<file path="src/design/assert_macros.svh">
// Assertion macros for the design files; only matrix_row_column_stats uses them.
// Needs nothing else; every macro builds one labelled concurrent assertion.
`ifndef ASSERT_MACROS_SVH
`define ASSERT_MACROS_SVH

// Implication checked on every rising edge, switched off while reset is high.
`define CHK_IMPL(lbl, clk, rst, ante, cons, msg) \
  lbl: assert property (@(posedge clk) disable iff (rst) (ante) |-> (cons)) else $error(msg);

// Implication whose consequence is checked in the cycle after, switched off while reset is high.
`define CHK_NEXT(lbl, clk, rst, ante, cons, msg) \
  lbl: assert property (@(posedge clk) disable iff (rst) (ante) |=> (cons)) else $error(msg);

`endif

</file>
<file path="src/design/mrcs_ram.sv">
// Generic simple dual-port RAM: one write port, one read port, registered read.
// Depends on nothing.
module mrcs_ram #(
  parameter int WIDTH = 8,
  parameter int DEPTH = 32
) (
  input  logic                     clk,
  input  logic                     we,
  input  logic [$clog2(DEPTH)-1:0] waddr,
  input  logic [WIDTH-1:0]         wdata,
  input  logic [$clog2(DEPTH)-1:0] raddr,
  output logic [WIDTH-1:0]         rdata
);

  logic [WIDTH-1:0] mem [DEPTH];

  always_ff @(posedge clk) begin
    if (we) begin
      mem[waddr] <= wdata;
    end
    rdata <= mem[raddr];
  end

endmodule

</file>
<file path="config.mk">
export PLATFORM = sky130hd
export DESIGN_NAME = mrcs_ram
export DESIGN_NICKNAME = d
export VERILOG_FILES = /design/src/design/assert_macros.svh /design/src/design/mrcs_ram.sv
export SDC_FILE = /design/constraint.sdc
export NUM_CORES = 1
export LEC_CHECK = 0
export ABC_AREA = 1
export BUFFER_PORTS_ARGS = -buffer_cell sky130_fd_sc_hd__clkbuf_2
export CAP_MARGIN = 40
export CORE_ASPECT_RATIO = 1.5
export CORE_MARGIN = 2
export CORE_UTILIZATION = 62
export CTS_CLUSTER_DIAMETER = 150
export DETAILED_ROUTE_END_ITERATION = 10
export PLACE_DENSITY_LB_ADDON = 0.12
export SLEW_MARGIN = 15
export SYNTH_ARGS = -nofsm -noshare
export SYNTH_HDL_FRONTEND = slang
export SYNTH_SLANG_ARGS = --single-unit
</file>
<file path="constraint.sdc">
create_clock -name clk -period 2.1 [get_ports clk]
set_clock_uncertainty 0.1 [all_clocks]
set_input_delay 0.42 -clock clk [delete_from_list [all_inputs] [get_ports clk]]
set_output_delay 0.42 -clock clk [all_outputs]
set_load 0.005 [all_outputs]
</file>
* Word level (Yosys, flattened, before mapping)
Memory sizes are Yosys's and may differ from the RTL's. A register that Yosys moved wholly into a read port is not among the register bits.
Cells that the tools add are included.
** Word-level totals
- Bits in latches :: 0
- Bits of input ports :: 20
- Memory bits (writable) :: 256
- ROM bits :: 0
- Memories :: 1
- Register bits after elaboration :: 0
** Operators by class
- Multiply operators :: 0
- Equal/unequal tests :: 0
- Divide/modulo/power cells :: 0
- Shifts and indexed selects :: 0
- Order comparisons :: 0
- $add $sub $neg :: 0
- Reductions and logical operators :: 0
- Bitwise logic cells :: 0
- Muxes and demuxes :: 2
** Memory list
- mem :: words 32, bits a word 8, rd ports 1, clocked after memory_dff 1, wr ports 1, RTL line mrcs_ram.sv:15 : logic [WIDTH-1:0] mem [DEPTH];
** Operators with widths (number)
- 1-bit two-way mux :: 2

* Depth between registers and ports, before layout
Gate-level depths: netlist of the first run.
- Depth after elaboration :: 2
- Depth in mapped cells :: 11
- Depth with buffers taken out :: 9

* Worst setup path before layout of the first run
Ideal clock, no wire load.
- Kind :: in2reg
- Start point :: in waddr[0]
- End point :: mem mem[0][0], enable pin
- Required time :: 1.630 ns
- Slack :: 0.546 ns
- Buffers on the path :: 0
- Library setup time :: 0.370 ns
- Stages on the path :: 3
- Data arrival time :: 1.084 ns
- Cells stage by stage :: inv_1 > nand3_1 > nor2_1
** RTL lines
- start: declaration :: RTL line mrcs_ram.sv:9 : input logic [$clog2(DEPTH)-1:0] waddr,
- end: declaration :: RTL line mrcs_ram.sv:15
Straight into the memory's write port.

* Worst setup path after layout of the first run
- Start point :: reg rdata[2], read port of mem
- End point :: out rdata[2]
** RTL lines
- start: declaration :: RTL line mrcs_ram.sv:12 : output logic [WIDTH-1:0] rdata
No word-level cell between the ends.

==> metrics.yaml, run 1 <==
sta:
  setup_viol: 0
  min_period_over_period: 0.724
  tightest_slew_ns: 0.730
  fin_setup_tns_ns: 0
  slew_viol_final: 0
  fmax_mhz: 658
  hold_viol: 0
  rsz0062_at_grt: "no"
  fin_ws_ns: 0.579
  finalCriticalPeriod_ns: 1.52
  worst_slew_margin_rel: 0.514
drt:
  met1_length_um: 9560
  met3WireLength_um: 1700
  firstDrtPassIters: 5
  drtIter0Drc: 737
  wl_per_cell_um: 20.2
  viasPerCell: 5.85
  via_count: 7067
  ant_nets: 0
  routed_wl_um: 24400
  highest_layer: "met4"
  met2WireLength_um: 12300
  drcViolationCount: 0
floorplan:
  core.rowCount: 59
  die_h_um: 166
  die-area_um2: 18500
  die_w_um: 112
  pin_count: 28
  core_um2: 17200
  initial_core_util: 0.627
cells_and_area:
  diodes: 0
  nets: 998
  syn2layout_area_growth_pct: 12.7
  layout-drive-gt1-share: 0.123
  fin_util: 0.707
  final_cell_count_no_fill: 1209
clock_network:
  ctsResizeCount: 0
  clockBufferDepth: 3
  cts.clk_slew.worst_paths_ns: 0.06
  numCtsBuffers: 24
  post_cts_buffers: 0
  h-tree-depth: 1
  cts-root-buf: "clkbuf_16"
  clock_sinks: 264
  clock_latency_ns: 0.52
  ctsHoldBuffers: 0
  cts_tree: "yes"
yosys:
  synth_edf_count: 256
  syn-instance-count: 922
  synth_top_area_frac: 0.713
  yosysWarnings: 0
  ys_ff_latch: 264
  synth_nets: 942
  synth.area.mux_share: 0
  async_reset_ff_frac: 0
  synth_top_family_by_area: "simple AND/OR/NAND/NOR gates"
  ys.flop_type: "edfxtp_1"
  yosys.area_share.simple: 0.231
  synth_adder_area_share: 0
  synth_compound_area_frac: 0
  synth_area_per_cell_um2: 11.7
  yosysTopAreaCell: "edfxtp_1"
  yosysUniqueCellTypes: 12
  syn_area_um2: 10800
  yosys-top-cells-count: "nand2_1 (360), edfxtp_1 (256), nand3_1 (204), nor2_1 (32), buf_6 (24)"
  synth_top_cells_by_area: "edfxtp_1 (71%), nand2_1 (13%), nand3_1 (9.5%)"
  synth-xor-area-share: 0
  synth.most_common_cell: "nand2_1"
  synth_seq_area_share: 0.728
power:
  clkPwrFrac: 0.409
  power_density_nw_per_um2: 916
  netSwitchingPower_mw: 2.36
  p_seq_frac: 0.527
  p_leak_nw: 4.62
  p_int_mw: 8.78
  ir_worst_vdd_mv: 1.17
  switching_share: 0.212
  combPwrFrac: 0.064
placed_design:
  gp_congestion: 0.813
  place_inst: 1165
  io_buffers: 27
  dp_hpwl_um: 14900
  place_ws_ns: 0.229
flow_run:
  maxCapViolCount: 0
critical_path:
  crit_required_ns: 1.58
  slowest_delay_ns: 0.35
  crit_slowest_cell: "dfxtp_1"
  crit_fanout: 1
  worst-path-buf-inv: 1
  crit_chain: "clkbuf_2"
  endpoint_kind: "primary output"
  cp.arrival_ns: 1.00
  critPathKind: "register to primary output"
  path_delay_family: "flip-flops"
  cp-start-kind: "register"
global_route:
  grt_pass1_wl_um: 38000
  grt_pass1_vias: 6990
  grt_overflow: 0
  grtUsageTotal: 0.269
  grt_start_max_net_pins: 65
  antenna_found_initial: 0
status:
  status: "completed"
worst_hold_path:
  hold_path_class: "input pin to register"
-- layout by cell type (no fill, tap or decap) --
cell type	netlist	routed
nand2_1	360	360
bufinv_16	0	3
clkbuf_2	0	26
nor2_1	32	32
edfxtp_1	256	256
dfxtp_1	8	8
buf_12	0	10
clkbuf_8	0	5
inv_2	2	1
clkinv_1	0	2
clkbuf_1	7	3
clkbuf_16	0	25
buf_4	4	46
clkinv_2	0	4
inv_1	8	8
clkinvlp_4	0	3
nand3_1	204	204
-- final timing paths --
kind              start        to  slack (ns)  depth (start not counted)
max            rdata[2]  rdata[2]        0.58                          1
min            raddr[4]  rdata[3]        0.17                          3
max reg2reg   mem[7][0]  rdata[0]        0.79                          8
min reg2reg  mem[22][4]  rdata[4]        0.68                          8
-- per-stage QoR --
stage	power (mW)	instance area, um2	hold slack (ns)
final	11.1	12200	0.165
after global routing	11.5	12200	0.166
after CTS	11.2	12200	0.150
after detailed placement	6.70	11300	0.656
after global placement	6.68	11300	0.647
after floorplan	6.41	10800	0.419
-- power groups by stage --
stage	combinational, mW	sequential, mW	clock, mW
floorplan	0.422	5.99	0
global placement	0.689	5.99	0
detailed placement	0.704	5.99	0
CTS	0.710	5.88	4.61
global route	0.782	5.88	4.81
finish	0.709	5.88	4.56
-- kinds of logic after synthesis --
group                  after synthesis
DFF                                264
buffers and inverters               62
and+or+nand+nor                    596
-- metal layers --
metal / vias up / GRT usage
met2: 324 / 0.455
met4: 0 / 0.108
li1: 3304 / -
met5: - / 0
met3: 59 / 0.0347
met1: 3380 / 0.358
-- final cells by class --
type / count / area [um2]
flip-flops and latches: 264 / 7850
multi-input cells: 596 / 2490
clock buffers: 33 / 706
well taps: 213 / 267
clock inverters: 11 / 135
repair buffers: 82 / 676
fillers: 1203 / 5040
inverters: 10 / 38.8
-- flip-flops by register name, indices dropped and copies added, names as in the netlist --
register  count
mem         256
rdata         8
No activity file was read; power rests on OpenSTA's default activity.
==> run 2: changes to the inputs <==
- clock period: 2.1 -> 1.45 ns (I/O delays scaled with it)
==> metrics.yaml, run 2 (synthesis gave the netlist of run 1 again) <==
status:
  status: "completed"
flow_run:
  maxCapViolCount: 0
clock_network:
  numCtsBuffers: 24
  cts-root-buf: "clkbuf_16"
  cts.clk_slew.worst_paths_ns: 0.06
  ctsResizeCount: 0
  clock_latency_ns: 0.52
  cts_tree: "yes"
  clockBufferDepth: 3
  h-tree-depth: 1
  clock_sinks: 264
  ctsHoldBuffers: 0
  post_cts_buffers: 0
critical_path:
  r2r-start: "mem[1][2]"
  reg2regPathDepth: 8
  path_delay_family: "flip-flops"
  slowest_delay_ns: 0.36
  endpoint_kind: "primary output"
  critPathKind: "register to primary output"
  cp-start-kind: "register"
  crit_fanout: 1
  worst-path-buf-inv: 1
  r2r_setup_slack_ns: 0.20
  reg2reg_to: "rdata[2]"
  crit_required_ns: 1.06
  path_depth: 1
  cp.arrival_ns: 1.02
  crit_chain: "clkbuf_2"
  crit_slowest_cell: "dfxtp_1"
power:
  p_leak_nw: 4.70
  ir_worst_vdd_mv: 1.09
  totalPowerFinal_mw: 15.9
  power_density_nw_per_um2: 1290
sta:
  worst_slew_margin_rel: 0.779
  fin_setup_tns_ns: 0
  slew_viol_final: 0
  tightest_slew_ns: 0.332
  fmax_mhz: 709
  finalCriticalPeriod_ns: 1.41
  min_period_over_period: 0.972
  hold_viol: 0
  rsz0062_at_grt: "no"
  setup_viol: 0
cells_and_area:
  syn2layout_area_growth_pct: 14.3
  num-fill-cells: 1199
  largest_register: "mem"
  layout-drive-gt1-share: 0.133
  top_regs: "mem x256, rdata x8"
  mostFrequentLayoutCells: "nand2_1 (360), edfxtp_1 (256), nand3_1 (204)"
  final_common_cell: "nand2_1"
  fin_util: 0.717
  largest_register_ffs: 256
  diodes: 0
  regArea_um2: 7850
  multi_input_area_um2: 2490
  nets: 1014
global_route:
  grt_pass1_wl_um: 38600
  grtUsageTotal: 0.273
  grt_pass1_vias: 7136
  grt_start_max_net_pins: 46
  grt_overflow: 0
  antenna_found_initial: 0
drt:
  firstDrtPassIters: 5
  viasPerCell: 5.90
  drcViolationCount: 0
  routed_wl_um: 24800
  drtIter0Drc: 720
  wl_per_cell_um: 20.3
  via_count: 7220
  ant_nets: 0
worst_hold_path:
  min-delay-start: "wdata[1]"
  hold_path_class: "input pin to register"
  hold_depth: 1
  whs_endpoint: "mem[1][1]"
floorplan:
  core.rowCount: 59
  initial_core_util: 0.627
  core_um2: 17200
  die_h_um: 166
  pin_count: 28
  die-area_um2: 18500
  die_w_um: 112
placed_design:
  dp_hpwl_um: 15500
  io_buffers: 27
  gp_congestion: 0.886
run 2: cell types whose count changed in the layout (fill, tap and decap cells not counted):
cell | previous run | this run
clkbuf_8 | 5 | 0
inv_6 | 0 | 1
clkinvlp_4 | 3 | 2
buf_4 | 46 | 54
clkinv_1 | 2 | 3
clkbuf_1 | 3 | 6
buf_12 | 10 | 18
run 2: worst max path at each step:
| stage | start | end | slack (ns) |
|---|---|---|---|
| final | rdata[2] | rdata[2] | 0.04 |
| after global routing | rdata[4] | rdata[4] | 0.004 |
| after CTS | rdata[2] | rdata[2] | 0.03 |
| after detailed placement | raddr[0] | rdata[4] | -0.24 |
| after global placement | raddr[1] | rdata[4] | -0.21 |
| after floorplan | waddr[0] | mem[0][0] | 0.03 |
run 2: layer usage:
| layer | GRT usage | part of all wire | vias up |
|---|---|---|---|
| met2 | 0.463 | 0.50 | 338 |
| met5 | 0 | 0 | - |
| met3 | 0.0336 | 0.077 | 57 |
| li1 | - | - | 3338 |
| met1 | 0.375 | 0.39 | 3487 |
| met4 | 0.0909 | 0.025 | 0 |
run 2: area by class of cell:
class,instances,area share
Inverter,10,0.00315
Clock buffer,31,0.0526
Sequential cell,264,0.636
Multi-Input combinational cell,596,0.202
Clock inverter,12,0.0114
Tap cell,213,0.0216
Timing Repair Buffer,98,0.0727
run 2: per-stage QoR:
step,hold slack (ns),cell area [um2],instances,setup WS (ns)
2_1_floorplan,0.289,10800,922,0.0260
4_1_cts,0.0469,12300,1224,0.0267
3_3_place_gp,0.565,11500,1181,-0.205
3_5_place_dp,0.566,11500,1181,-0.244
6_report,0.0587,12300,1224,0.0400
5_1_grt,0.0536,12300,1224,0.00373
run 2: power breakdown:
| part | switching (mW) | internal, mW | total [mW] |
|---|---|---|---|
| logic | 0.739 | 0.368 | 1.11 |
| clock network | 2.63 | 3.70 | 6.32 |
| registers | 0.0355 | 8.47 | 8.51 |
==> run 3: changes to the inputs <==
- CORE_ASPECT_RATIO: 1.5 -> unset
- CTS_BUF_LIST: unset -> sky130_fd_sc_hd__clkbuf_4 sky130_fd_sc_hd__clkbuf_8
- clock period: 1.45 -> 1.55 ns (I/O delays scaled with it)
==> metrics.yaml, run 3 (synthesis gave the netlist of run 1 again) <==
drt:
  via_count: 7265
  drtIter0Drc: 851
  drcViolationCount: 0
  routed_wl_um: 24200
  ant_nets: 0
  wl_per_cell_um: 19.1
  firstDrtPassIters: 7
  viasPerCell: 5.72
global_route:
  grt_pass1_wl_um: 37700
  grt_overflow: 0
  grt_pass1_vias: 7032
  grtUsageTotal: 0.274
  antenna_found_initial: 0
  grt_start_max_net_pins: 53
cells_and_area:
  final_cell_count_no_fill: 1270
  largest_register_ffs: 256
  final_common_cell: "nand2_1"
  mostFrequentLayoutCells: "nand2_1 (360), edfxtp_1 (256), nand3_1 (204)"
  regArea_um2: 7850
  layout-drive-gt1-share: 0.167
  diodes: 0
  largest_register: "mem"
  top_regs: "mem x256, rdata x8"
  stdcell_area_um2: 12400
  syn2layout_area_growth_pct: 15.4
  num-fill-cells: 1201
  nets: 1037
  multi_input_area_um2: 2490
clock_network:
  clockBufferDepth: 3
  ctsResizeCount: 0
  cts_tree: "yes"
  h-tree-depth: 2
  ctsHoldBuffers: 0
  cts.clk_slew.worst_paths_ns: 0.06
  clock_sinks: 264
  cts-root-buf: "clkbuf_8"
  clock_latency_ns: 0.53
  post_cts_buffers: 0
  numCtsBuffers: 42
floorplan:
  die_w_um: 136
  pin_count: 28
  core_um2: 17200
  core.rowCount: 48
  initial_core_util: 0.628
  die_h_um: 136
  die-area_um2: 18500
critical_path:
  path_depth: 1
  path_delay_family: "flip-flops"
  cp.arrival_ns: 1.04
  crit_slowest_cell: "dfxtp_1"
  reg2regPathDepth: 8
  endpoint_kind: "primary output"
  crit_fanout: 1
  crit_chain: "clkbuf_2"
  worst-path-buf-inv: 1
  slowest_delay_ns: 0.37
  critPathKind: "register to primary output"
  cp-start-kind: "register"
  r2r-start: "mem[25][6]"
  crit_required_ns: 1.14
  startpoint: "rdata[5]"
status:
  status: "completed"
sta:
  min_period_over_period: 0.939
  setup_viol: 0
  finalCriticalPeriod_ns: 1.45
  hold_viol: 0
  rsz0062_at_grt: "no"
  tightest_slew_ns: 0.311
  finalHoldWorstSlack_ns: 0.109
  slew_viol_final: 0
  worst_slew_margin_rel: 0.792
  fin_setup_tns_ns: 0
  fmax_mhz: 687
power:
  p_leak_nw: 4.81
  ir_worst_vdd_mv: 0.970
  totalPowerFinal_mw: 14.9
  power_density_nw_per_um2: 1200
placed_design:
  dp_hpwl_um: 15100
  dpl_cell_area_um2: 11600
  place_inst: 1198
  gp_congestion: 0.807
  io_buffers: 27
worst_hold_path:
  hold_path_class: "input pin to register"
  hold_depth: 2
  min-delay-start: "wdata[5]"
flow_run:
  maxCapViolCount: 0
-- run 3: layout make-up --
type | instances | area share
clock buffer | 68 | 0.0641
clock inverter | 4 | 0.00342
inverter | 10 | 0.00312
multi-input combinational | 596 | 0.200
sequential | 264 | 0.630
tap | 225 | 0.0226
timing repair buffer | 103 | 0.0760
-- run 3: layer usage --
layer  vias to the layer above  GRT usage  share of wire
met3                        44     0.0451          0.077
met2                       360      0.437           0.48
li1                       3391          -              -
met5                         -          0              0
met1                      3470      0.386           0.42
met4                         0      0.104          0.024
-- run 3: worst paths after layout --
| check | end | slack (ns) |
|---|---|---|
| hold / removal | mem[23][5] | 0.11 |
| hold reg to reg | rdata[4] | 0.69 |
| setup reg to reg | rdata[6] | 0.27 |
| setup / recovery | rdata[5] | 0.1 |
-- run 3: per-stage QoR --
stage / worst slack (ns) / utilization
after floorplan: 0.106 / -
after global placement: -0.116 / 0.676
after detailed placement: -0.146 / 0.676
after CTS: 0.0710 / 0.725
after global routing: 0.0771 / 0.725
final: 0.0952 / 0.725
-- run 3: power breakdown --
group | internal (mW) | leakage (nW) | switching, mW
clock network | 3.39 | 0.453 | 2.49
logic | 0.359 | 1.98 | 0.686
registers | 7.93 | 2.37 | 0.0332
